### config.mk
export PLATFORM = sky130hd
export DESIGN_NAME = gyro_yaw_integrator_filter
export DESIGN_NICKNAME = d
export VERILOG_FILES = /design/src/gyif_pkg.sv /design/src/gyro_yaw_integrator_filter.sv
export SDC_FILE = /design/constraint.sdc
export NUM_CORES = 2
export LEC_CHECK = 0
export ABC_CLOCK_PERIOD_IN_PS = 9800
export CAP_MARGIN = 0
export CORE_MARGIN = 2
export CORE_UTILIZATION = 31
export DETAILED_ROUTE_END_ITERATION = 10
export DONT_BUFFER_PORTS = 1
export GPL_ROUTABILITY_DRIVEN = 1
export PLACE_DENSITY_LB_ADDON = 0.12
export SLEW_MARGIN = 20
export SYNTH_ARGS = -nofsm -noshare
export SYNTH_HDL_FRONTEND = slang
export SYNTH_SLANG_ARGS = --single-unit
### constraint.sdc
create_clock -name clk -period 9.8 [get_ports clk]
set_clock_uncertainty 0.2 [all_clocks]
set_input_delay 0.98 -clock clk [delete_from_list [all_inputs] [get_ports clk]]
set_output_delay 0.98 -clock clk [all_outputs]
set_load 0.05 [all_outputs]
### src/gyif_pkg.sv
// Shared constants and types for the gyro yaw integrator filter.
package gyif_pkg;

    localparam int WINDOW_LEN = 5;

    localparam int POS_W = (WINDOW_LEN > 1) ? $clog2(WINDOW_LEN) : 1;
    localparam int REM_W = $clog2(WINDOW_LEN);
    localparam int SUM_W = 64 + $clog2(WINDOW_LEN);

    // Quotient bits retired per divider cycle.
    localparam int DIV_RADIX_BITS = 4;
    localparam int DIV_W = ((SUM_W + DIV_RADIX_BITS - 1) / DIV_RADIX_BITS) * DIV_RADIX_BITS;
    localparam int DIV_STEPS = DIV_W / DIV_RADIX_BITS;
    localparam int DIV_CNT_W = $clog2(DIV_STEPS + 1);

    localparam int PADDR_W = 4;

    // Register indexes (byte address / 4).
    localparam logic [1:0] REG_RATE_OFFSET = 2'd0;
    localparam logic [1:0] REG_RATE_SCALE  = 2'd1;
    localparam logic [1:0] REG_DEF_INTERVAL = 2'd2;

    localparam logic [23:0] RATE_OFFSET_RST  = 24'd0;
    localparam logic [23:0] RATE_SCALE_RST   = 24'd67109;
    localparam logic [19:0] DEF_INTERVAL_RST = 20'd10000;

    typedef logic [63:0] angle_t;
    typedef logic [SUM_W-1:0] wsum_t;

    localparam angle_t HALF_TURN = 64'h0000_00B4_0000_0000;
    localparam angle_t FULL_TURN = 64'h0000_0168_0000_0000;

endpackage

### src/gyro_yaw_integrator_filter.sv
// Gyro yaw integrator: scaled rate integration, moving-average window, unwrap.
// Items are worked one at a time through the shared 24x32 multiplier (three passes)
// and the radix-16 mean divider (DIV_STEPS passes); a new item is taken only when idle.
// in_stall is high while an item is being worked; a result held in the output register
// does not block intake, but the done step holds until the output register can take it.
// Reset: async active low; clears accumulators, window, timestamp and loads register defaults.
module gyro_yaw_integrator_filter
(
    input  logic                          clk,
    input  logic                          rst_n,

    input  logic                          in_valid,
    output logic                          in_stall,
    input  logic signed [15:0]            rate_sample,
    input  logic [31:0]                   timestamp_us,

    output logic                          out_valid,
    input  logic                          out_stall,
    output logic signed [63:0]            yaw,
    output logic signed [63:0]            raw_angle,

    input  logic                          psel,
    input  logic                          penable,
    input  logic                          pwrite,
    input  logic [gyif_pkg::PADDR_W-1:0]  paddr,
    input  logic [31:0]                   pwdata,
    output logic [31:0]                   prdata,
    output logic                          pready
);

    localparam logic [3:0] S_IDLE  = 4'd0;
    localparam logic [3:0] S_MUL0  = 4'd1;
    localparam logic [3:0] S_MUL1  = 4'd2;
    localparam logic [3:0] S_MUL2  = 4'd3;
    localparam logic [3:0] S_RND   = 4'd4;
    localparam logic [3:0] S_ACC   = 4'd5;
    localparam logic [3:0] S_WIN   = 4'd6;
    localparam logic [3:0] S_ABS   = 4'd7;
    localparam logic [3:0] S_DIV   = 4'd8;
    localparam logic [3:0] S_ROUND = 4'd9;
    localparam logic [3:0] S_DELTA = 4'd10;
    localparam logic [3:0] S_WRAP  = 4'd11;
    localparam logic [3:0] S_DONE  = 4'd12;

    localparam logic [gyif_pkg::REM_W:0] LEN_R = (gyif_pkg::REM_W + 1)'(gyif_pkg::WINDOW_LEN);
    localparam logic [gyif_pkg::POS_W-1:0] POS_LAST =
        gyif_pkg::POS_W'(gyif_pkg::WINDOW_LEN - 1);
    localparam logic [gyif_pkg::DIV_CNT_W-1:0] DIV_LAST =
        gyif_pkg::DIV_CNT_W'(gyif_pkg::DIV_STEPS - 1);

    // Control and architectural state
    logic [3:0]                      state_reg, state_next;
    logic                            out_valid_reg, out_valid_next;
    logic [23:0]                     rate_offset_reg, rate_offset_next;
    logic [23:0]                     rate_scale_reg, rate_scale_next;
    logic [19:0]                     def_interval_reg, def_interval_next;
    logic [31:0]                     last_stamp_reg, last_stamp_next;
    logic [31:0]                     interval_reg, interval_next;
    gyif_pkg::angle_t                angle_sum_reg, angle_sum_next;
    gyif_pkg::angle_t                last_yaw_reg, last_yaw_next;
    gyif_pkg::angle_t                window_reg [gyif_pkg::WINDOW_LEN];
    gyif_pkg::angle_t                window_next [gyif_pkg::WINDOW_LEN];
    logic [gyif_pkg::POS_W-1:0]      pos_reg, pos_next;
    gyif_pkg::wsum_t                 wsum_reg, wsum_next;
    logic [gyif_pkg::DIV_CNT_W-1:0]  div_cnt_reg, div_cnt_next;

    // Datapath registers
    logic [23:0]                     dmag_reg, dmag_next;
    logic                            dneg_reg, dneg_next;
    logic [47:0]                     m_reg, m_next;
    logic [55:0]                     hi_reg, hi_next;
    logic [55:0]                     lo_reg, lo_next;
    gyif_pkg::angle_t                r_reg, r_next;
    logic                            mneg_reg, mneg_next;
    logic [gyif_pkg::DIV_W-1:0]      quo_reg, quo_next;
    logic [gyif_pkg::REM_W-1:0]      rem_reg, rem_next;
    gyif_pkg::angle_t                mean_reg, mean_next;
    gyif_pkg::angle_t                delta_reg, delta_next;
    gyif_pkg::angle_t                yaw_reg, yaw_next;
    gyif_pkg::angle_t                raw_reg, raw_next;

    // Shared multiplier
    logic [23:0]                     mul_a;
    logic [31:0]                     mul_b;
    logic [55:0]                     mul_p;

    logic                            in_xfer;
    logic                            cfg_wr;
    logic [1:0]                      cfg_idx;
    logic [24:0]                     diff;
    logic [24:0]                     diff_neg;
    logic                            slot_free;
    gyif_pkg::wsum_t                 wsum_neg;
    logic [gyif_pkg::REM_W:0]        dstep;
    logic [gyif_pkg::REM_W-1:0]      drem;
    logic [gyif_pkg::DIV_W-1:0]      dquo;
    gyif_pkg::angle_t                q_rnd;
    gyif_pkg::angle_t                q_neg;

    assign in_stall  = (state_reg != S_IDLE);
    assign in_xfer   = in_valid && !in_stall;
    assign out_valid = out_valid_reg;
    assign yaw       = yaw_reg;
    assign raw_angle = raw_reg;
    assign pready    = 1'b1;
    assign cfg_wr    = psel && penable && pwrite && pready;
    assign cfg_idx   = paddr[3:2];
    assign slot_free = !out_valid_reg || !out_stall;

    always_comb
    begin
        unique case (cfg_idx)
            gyif_pkg::REG_RATE_OFFSET:  prdata = {8'd0, rate_offset_reg};
            gyif_pkg::REG_RATE_SCALE:   prdata = {8'd0, rate_scale_reg};
            gyif_pkg::REG_DEF_INTERVAL: prdata = {12'd0, def_interval_reg};
            default:                    prdata = 32'd0;
        endcase
    end

    // Offset-corrected signed sample and its negation, 8 fractional bits
    assign diff     = {rate_sample[15], rate_sample, 8'd0} - {rate_offset_reg[23], rate_offset_reg};
    assign diff_neg = ~diff + 25'd1;

    always_comb
    begin
        unique case (state_reg)
            S_MUL0:
            begin
                mul_a = dmag_reg;
                mul_b = {8'd0, rate_scale_reg};
            end
            S_MUL1:
            begin
                mul_a = m_reg[47:24];
                mul_b = interval_reg;
            end
            default:
            begin
                mul_a = m_reg[23:0];
                mul_b = interval_reg;
            end
        endcase
    end

    assign mul_p = 56'(mul_a) * 56'(mul_b);

    assign wsum_neg = ~wsum_reg + gyif_pkg::SUM_W'(1);

    // Divider slice: DIV_RADIX_BITS restoring steps on a narrow remainder
    always_comb
    begin
        drem = rem_reg;
        dquo = quo_reg;
        dstep = '0;
        for (int k = 0; k < gyif_pkg::DIV_RADIX_BITS; k++)
        begin
            dstep = {drem, dquo[gyif_pkg::DIV_W-1]};
            dquo  = {dquo[gyif_pkg::DIV_W-2:0], 1'b0};
            if (dstep >= LEN_R)
            begin
                dstep   = dstep - LEN_R;
                dquo[0] = 1'b1;
            end
            drem = dstep[gyif_pkg::REM_W-1:0];
        end
    end

    // Round half away from zero on the magnitude, then restore the sign
    assign q_rnd = quo_reg[63:0] + (({rem_reg, 1'b0} >= LEN_R) ? 64'd1 : 64'd0);
    assign q_neg = ~q_rnd + 64'd1;

    always_comb
    begin
        state_next        = state_reg;
        out_valid_next    = out_valid_reg;
        rate_offset_next  = rate_offset_reg;
        rate_scale_next   = rate_scale_reg;
        def_interval_next = def_interval_reg;
        last_stamp_next   = last_stamp_reg;
        interval_next     = interval_reg;
        angle_sum_next    = angle_sum_reg;
        last_yaw_next     = last_yaw_reg;
        window_next       = window_reg;
        pos_next          = pos_reg;
        wsum_next         = wsum_reg;
        div_cnt_next      = div_cnt_reg;
        dmag_next         = dmag_reg;
        dneg_next         = dneg_reg;
        m_next            = m_reg;
        hi_next           = hi_reg;
        lo_next           = lo_reg;
        r_next            = r_reg;
        mneg_next         = mneg_reg;
        quo_next          = quo_reg;
        rem_next          = rem_reg;
        mean_next         = mean_reg;
        delta_next        = delta_reg;
        yaw_next          = yaw_reg;
        raw_next          = raw_reg;

        if (out_valid_reg && !out_stall)
        begin
            out_valid_next = 1'b0;
        end

        if (cfg_wr)
        begin
            unique case (cfg_idx)
                gyif_pkg::REG_RATE_OFFSET:  rate_offset_next = pwdata[23:0];
                gyif_pkg::REG_RATE_SCALE:   rate_scale_next = pwdata[23:0];
                gyif_pkg::REG_DEF_INTERVAL:
                begin
                    def_interval_next = pwdata[19:0];
                    if (last_stamp_reg == 32'd0)
                    begin
                        interval_next = {12'd0, pwdata[19:0]};
                    end
                end
                default: ;
            endcase
        end

        unique case (state_reg)
            S_IDLE:
            begin
                if (in_xfer)
                begin
                    if (last_stamp_reg != 32'd0)
                    begin
                        interval_next = timestamp_us - last_stamp_reg;
                    end
                    last_stamp_next = timestamp_us;
                    dneg_next  = diff[24];
                    dmag_next  = diff[24] ? diff_neg[23:0] : diff[23:0];
                    state_next = S_MUL0;
                end
            end
            S_MUL0:
            begin
                m_next     = mul_p[47:0];
                state_next = S_MUL1;
            end
            S_MUL1:
            begin
                hi_next    = mul_p;
                state_next = S_MUL2;
            end
            S_MUL2:
            begin
                lo_next    = mul_p;
                state_next = S_RND;
            end
            S_RND:
            begin
                r_next     = {hi_reg, 8'd0} + 64'((57'(lo_reg) + 57'h8000) >> 16);
                state_next = S_ACC;
            end
            S_ACC:
            begin
                angle_sum_next = dneg_reg ? angle_sum_reg - r_reg : angle_sum_reg + r_reg;
                // drop the entry about to be overwritten from the running sum
                wsum_next  = wsum_reg - {{(gyif_pkg::SUM_W-64){window_reg[pos_reg][63]}},
                                         window_reg[pos_reg]};
                state_next = S_WIN;
            end
            S_WIN:
            begin
                window_next[pos_reg] = angle_sum_reg;
                wsum_next  = wsum_reg + {{(gyif_pkg::SUM_W-64){angle_sum_reg[63]}},
                                         angle_sum_reg};
                pos_next   = (pos_reg == POS_LAST) ? '0 : pos_reg + 1'b1;
                state_next = S_ABS;
            end
            S_ABS:
            begin
                mneg_next    = wsum_reg[gyif_pkg::SUM_W-1];
                quo_next     = gyif_pkg::DIV_W'(wsum_reg[gyif_pkg::SUM_W-1] ? wsum_neg : wsum_reg);
                rem_next     = '0;
                div_cnt_next = '0;
                state_next   = S_DIV;
            end
            S_DIV:
            begin
                quo_next     = dquo;
                rem_next     = drem;
                div_cnt_next = div_cnt_reg + 1'b1;
                if (div_cnt_reg == DIV_LAST)
                begin
                    state_next = S_ROUND;
                end
            end
            S_ROUND:
            begin
                mean_next  = mneg_reg ? q_neg : q_rnd;
                state_next = S_DELTA;
            end
            S_DELTA:
            begin
                delta_next = mean_reg - last_yaw_reg;
                state_next = S_WRAP;
            end
            S_WRAP:
            begin
                if ($signed(delta_reg) > $signed(gyif_pkg::HALF_TURN))
                begin
                    delta_next = delta_reg - gyif_pkg::FULL_TURN;
                end
                else if ($signed(delta_reg) < -$signed(gyif_pkg::HALF_TURN))
                begin
                    delta_next = delta_reg + gyif_pkg::FULL_TURN;
                end
                state_next = S_DONE;
            end
            S_DONE:
            begin
                // hold until the output register can take the result
                if (slot_free)
                begin
                    last_yaw_next  = last_yaw_reg + delta_reg;
                    yaw_next       = last_yaw_reg + delta_reg;
                    raw_next       = angle_sum_reg;
                    out_valid_next = 1'b1;
                    state_next     = S_IDLE;
                end
            end
            default:
            begin
                state_next = S_IDLE;
            end
        endcase
    end

    always_ff @(posedge clk or negedge rst_n)
    begin
        if (!rst_n)
        begin
            state_reg        <= S_IDLE;
            out_valid_reg    <= 1'b0;
            rate_offset_reg  <= gyif_pkg::RATE_OFFSET_RST;
            rate_scale_reg   <= gyif_pkg::RATE_SCALE_RST;
            def_interval_reg <= gyif_pkg::DEF_INTERVAL_RST;
            last_stamp_reg   <= 32'd0;
            interval_reg     <= {12'd0, gyif_pkg::DEF_INTERVAL_RST};
            angle_sum_reg    <= '0;
            last_yaw_reg     <= '0;
            for (int i = 0; i < gyif_pkg::WINDOW_LEN; i++)
            begin
                window_reg[i] <= '0;
            end
            pos_reg          <= '0;
            wsum_reg         <= '0;
            div_cnt_reg      <= '0;
        end
        else
        begin
            state_reg        <= state_next;
            out_valid_reg    <= out_valid_next;
            rate_offset_reg  <= rate_offset_next;
            rate_scale_reg   <= rate_scale_next;
            def_interval_reg <= def_interval_next;
            last_stamp_reg   <= last_stamp_next;
            interval_reg     <= interval_next;
            angle_sum_reg    <= angle_sum_next;
            last_yaw_reg     <= last_yaw_next;
            window_reg       <= window_next;
            pos_reg          <= pos_next;
            wsum_reg         <= wsum_next;
            div_cnt_reg      <= div_cnt_next;
        end
    end

    always_ff @(posedge clk)
    begin
        dmag_reg  <= dmag_next;
        dneg_reg  <= dneg_next;
        m_reg     <= m_next;
        hi_reg    <= hi_next;
        lo_reg    <= lo_next;
        r_reg     <= r_next;
        mneg_reg  <= mneg_next;
        quo_reg   <= quo_next;
        rem_reg   <= rem_next;
        mean_reg  <= mean_next;
        delta_reg <= delta_next;
        yaw_reg   <= yaw_next;
        raw_reg   <= raw_next;
    end

    a_out_from_done: assert property (@(posedge clk) disable iff (!rst_n)
        $rose(out_valid_reg) |-> $past(state_reg == S_DONE))
        else $error("result appeared outside the done step");

    a_accept_starts: assert property (@(posedge clk) disable iff (!rst_n)
        in_xfer |=> (state_reg == S_MUL0))
        else $error("transfer did not start the multiply sequence");

    a_pos_range: assert property (@(posedge clk) disable iff (!rst_n)
        pos_reg <= POS_LAST)
        else $error("window position out of range");

    a_div_count: assert property (@(posedge clk) disable iff (!rst_n)
        (state_reg == S_DIV) |-> (div_cnt_reg <= DIV_LAST))
        else $error("divider ran past its step count");

endmodule

# After elaboration in Yosys (flattened, before gate mapping)
# Index checks and enable logic that the tools add are counted.
# word_totals
n_memories	0
out_inout_bits	163
rom_bits	0
ram_bits	0
latchBits	0
regBits	1237
wordCells	153
# op_classes
div_mod_pow	0
n_lt_le_gt_ge	9
addsub	22
eq_ne	20
n_shift	0
mul	1
muxes	43
reduce_logical	24
n_bitwise	4
# ops
operator	count
2-to-1 mux 64 bit	7
bitwise mux 320 bit	1
2-to-1 mux 32 bit	7
binary-select mux 64 bit (select 3 bit)	1
demux 64 bit (select 3 bit)	1
one-hot mux 68 bit (2 select lines)	1
one-hot mux 67 bit (2 select lines)	1
adder 64 bit	2
one-hot mux 64 bit (2 select lines)	1
subtractor 64 bit	2
one-hot mux 24 bit (3 select lines)	1
adder 67 x 1 -> 67 bit (second input constant)	1
adder 67 bit	1
2-to-1 mux 67 bit	1
NOT 67 bit	1
subtractor 67 bit	1
adder 64 x 1 -> 64 bit	1
adder 64 x 1 -> 64 bit (second input constant)	1
adder 64 x 41 -> 64 bit	1
adder 64 x 41 -> 64 bit (second input constant)	1
greater-than comparator 64 x 41 -> 1 bit (second input constant)	1
< comparator 64 x 41 -> 1 bit (second input constant)	1
NOT 64 bit	1
subtractor 64 x 41 -> 64 bit (second input constant)	1
42 further kinds	85

# Logic depth before layout (Yosys ltp)
# depth
ltp_word	9
ltp_mapped	34
depth_no_buf	30

# Least setup slack after synthesis
# No wires, ideal clock.
# synth_path
path_kind	reg2reg
from	register state_reg[3]
to	register hi_reg[49] (data pin)
path_slack_ps	14
path_stages_with_launch	33
period_less_slack_ps	9786
arrival_ps	9318
path_buffers	3
path_cell_list	dfrtp_1 -> clkbuf_1 -> nor2_1 -> nand2_1 -> inv_2 -> buf_1 -> nand2_1 -> nand2_1 -> clkbuf_1 -> nand2_1 -> fa_1 -> inv_1 -> fa_1 -> inv_1 -> fa_1 -> fa_1 -> inv_1 -> fa_1 -> fa_1 -> inv_1 -> fa_1 -> inv_1 -> ha_1 -> a21o_1 -> a21oi_1 -> nor2_1 -> a311oi_1 -> o211ai_1 -> a21oi_1 -> o21ai_0 -> a21oi_1 -> mux2i_1 -> nand3_1
# synth_via
elab_chain_len	3
word_cells_on_any_way	5
cone_classes	mul (1); eq/ne (2); mux (2)
# synth_lines
item	line	rtl
start: declaration	gyro_yaw_integrator_filter.sv:52	logic [3:0] state_reg, state_next;
start signal: assignment	gyro_yaw_integrator_filter.sv:356	state_reg <= state_next;
equality test 4 x 2 -> 1 bit / equality test 4 x 1 -> 1 bit (equally long branches)	gyro_yaw_integrator_filter.sv:126	unique case (state_reg)
one-hot mux 24 bit (2 select lines) / 2-to-1 mux 32 bit (equally long branches)	gyro_yaw_integrator_filter.sv:126	
multiplier 24 x 32 -> 56 bit (*)	gyro_yaw_integrator_filter.sv:145	assign mul_p = 56'(mul_a) * 56'(mul_b);
via mul_p[49]	gyro_yaw_integrator_filter.sv:85	logic [55:0] mul_p;
end signal: assignment	gyro_yaw_integrator_filter.sv:377	hi_reg <= hi_next;
end: declaration	gyro_yaw_integrator_filter.sv:71	logic [55:0] hi_reg, hi_next;
# Mark *: on every way through the listed nets, which the timed path passes. The rest lies on a longest branch.
# A chain may end at the register's enable or synchronous reset.

# Final worst setup path
# layout_path
from	register state_reg[1]
to	register hi_reg[53] (data pin)
# Same word-level chain as after synthesis.

==> qor.yml <==
cts_buffer_depth: 4
rsz0062_at_grt: "false"
crit_path_start_kind: "flop"
synthArstFlopShare_pct: 54.01
crit_type: "reg2reg"
post_drt_wl_per_cell_um: 22.41
synthCells: 10750
synthXorXnorAreaFrac_pct: 6.516
die_y_um: 575.4
grt_pass1_vias: 81780
first_iter_violations: 4219
antenna_found_initial: 12
outcome: "finished, final reports clean"
cts_buffers: 158
cp_num_buf_inv: 10
synth-main-ff-cell: "dfrtp_1"
fin_util_pct: 34.82
wirelength_um: 340200
setup_tns_ns: 0
final_common_cell: "nand2_1"
synth_compound_area_share_pct: 13.72
drtAntennaViolNets: 0
synth_edf_count: 562
worst_setup_hold_path_clk_slew_ns: 0.06
max_cap_violations: 0
ioPinCount: 254
std_cell_rows: 209
slew_viol_final: 0
synth_area_leaders: "edfxtp_1 17%, dfrtp_1 16%, fa_1 13%"
max_stage_delay_ns: 0.54
crit_top_cell: "fa_1"
required_ns: 10.16
globalRouteTotalUtil_pct: 20.30
drc_errors: 0
clkSinkCount: 1222
cp_max_fo: 53
slew_headroom_pct: 16.96
clk_latency_ns: 0.87
grt_pass1_wl_um: 514300
r2r_slack_ns: 0.50
synth_top_family_by_area: "adder cells"
grt_max_degree: 177
grt.overflow.total: 0
crit_path_end_kind: "flop"
ys_seq_elements: 1222
hold_class: "in2reg"
die_area_sq_um: 331100
fmax_mhz: 107.6
cts_tree: "done"
synthDistinctLibCells: 106
syn_area_per_cell_sq_um: 9.413
drive_gt1_share_pct: 10.72
dieWidth_um: 575.4
place.gp.congestion: 0.8996
layout_min_cycle_time_ns: 9.298
nets: 12030
yosys.area.top_type: "edfxtp_1"
seq_area_frac_synth_pct: 33.01
fp.coreArea_sq_um: 324500
drt-vias-per-instance: 5.133
yosys_warnings: 0
synth_mux_area_share_pct: 6.113
synth_top_area_share_pct: 16.67
tightest_slew_ns: 1.234
cp_slowest_cell: "fa_1"
hold_viol_final: 0
via_count: 77920
dp_hpwl_um: 270300
cts.htree.levels: 4
syn-cell-area_sq_um: 101200
syn_to_final_growth_pct: 11.62
firstDrtPassIters: 5
cts-root-buf: "clkbuf_16"
cts_setup_buffers: 0
finalCritPeriodShare_pct: 94.87
layout_common_cells: "1281 x nand2_1, 1005 x inv_1, 874 x nor2_1, 665 x fa_1, 654 x o21ai_0"
setup_viol: 0
largest_reg_flops: 320
synthAdderAreaFrac_pct: 20.12
cp.arrival_ns: 9.66
start_util_pct: 31.19
synthSimpleGateAreaFrac_pct: 14.73
io_buffers: 0
cp_top_family: "adder cells"
repair_timing:
action                                  in CTS  in global routing
resized for setup                            2                  7
endpoints found under the setup margin       2                 24
hold endpoints to repair                   157                  0
pin swaps                                    0                  1
hold buffers                                 3                  0
final cells by class:
class                      instances  area (sq um)
inverter                        1011          3810
clock buffer                     216          4463
fill                           32960        211500
multi-input combinational       8013         62270
sequential                      1222         33430
antenna                           18         45.04
timing repair buffer             300          2701
clock inverter                    74         854.6
tap                             4325          5411
per-stage QoR:
step                cell area, sq um  std cells  worst slack (ns)  hold slack, ns
floorplan                     101200      10760           0.01399          0.2496
global placement              107500      14870           0.02399          0.2646
detailed placement            107500      14870           0.02236          0.2701
CTS                           112900      15160            0.1679      0.00001066
global route                  113000      15180           0.04536         0.05360
finish                        113000      15180            0.5025         0.07238
cell usage after synthesis (19+ instances only):
master	number
nand2_1	1284
inv_1	1006
nor2_1	884
o21ai_0	679
fa_1	665
dfrtp_1	644
ha_1	564
edfxtp_1	562
a21oi_1	553
clkbuf_1	446
xnor2_1	445
mux2_2	418
xor2_1	308
a21o_1	236
nand3_1	183
nor3_1	157
nand4_1	131
mux2i_1	104
and3_1	91
nand2b_1	91
nor2b_1	90
o31ai_1	81
o21bai_1	73
a22oi_1	70
a31oi_1	69
nor4_1	69
and2_1	67
o21a_1	63
or3_1	48
or2_2	40
o211ai_1	35
a211oi_1	33
or4_1	30
and4_1	27
buf_1	27
o22a_1	25
nor3b_1	22
o221ai_1	22
o22ai_1	21
mux4_2	19
worst paths after layout:
path / end / depth (start not counted) / start
hold reg to reg: window_reg[192]$_DFFE_PN0P_ / 2 / window_reg[192]$_DFFE_PN0P_
min in group asynchronous: last_yaw_reg[0]$_DFFE_PN0P_ / 2 / rst_n
setup / recovery: hi_reg[53]$_DFFE_PN_ / 32 / state_reg[1]$_DFFE_PN0P_
max in group asynchronous: state_reg[1]$_DFFE_PN0P_ / 5 / rst_n
setup reg to reg: hi_reg[53]$_DFFE_PN_ / 32 / state_reg[1]$_DFFE_PN0P_
hold / removal: rate_offset_reg[0]$_DFFE_PN0P_ / 2 / pwdata[0]
kinds of logic (layout without fill, tap and decap cells):
| kind of cell | count (synthesis) | count (layout) |
|---|---|---|
| AND/OR/NAND/NOR | 3268 | 3268 |
| AO/OA/AOI/OAI | 2212 | 2212 |
| buffers and inverters | 1525 | 1601 |
| adder cells (fa/ha/maj) | 1229 | 1229 |
| flip-flops | 1222 | 1222 |
| XOR/XNOR | 753 | 753 |
| multiplexers | 542 | 542 |
| other | 2 | 27 |
metal layers:
metal,routed length (um),global-route usage [%]
met2,173800,37.13
met5,0,0
met3,12210,2.370
met4,15990,9.037
met1,138300,23.66
Power is not shown: default switching activity piles up to over one toggle a cycle in this logic, so the estimate is an artifact.
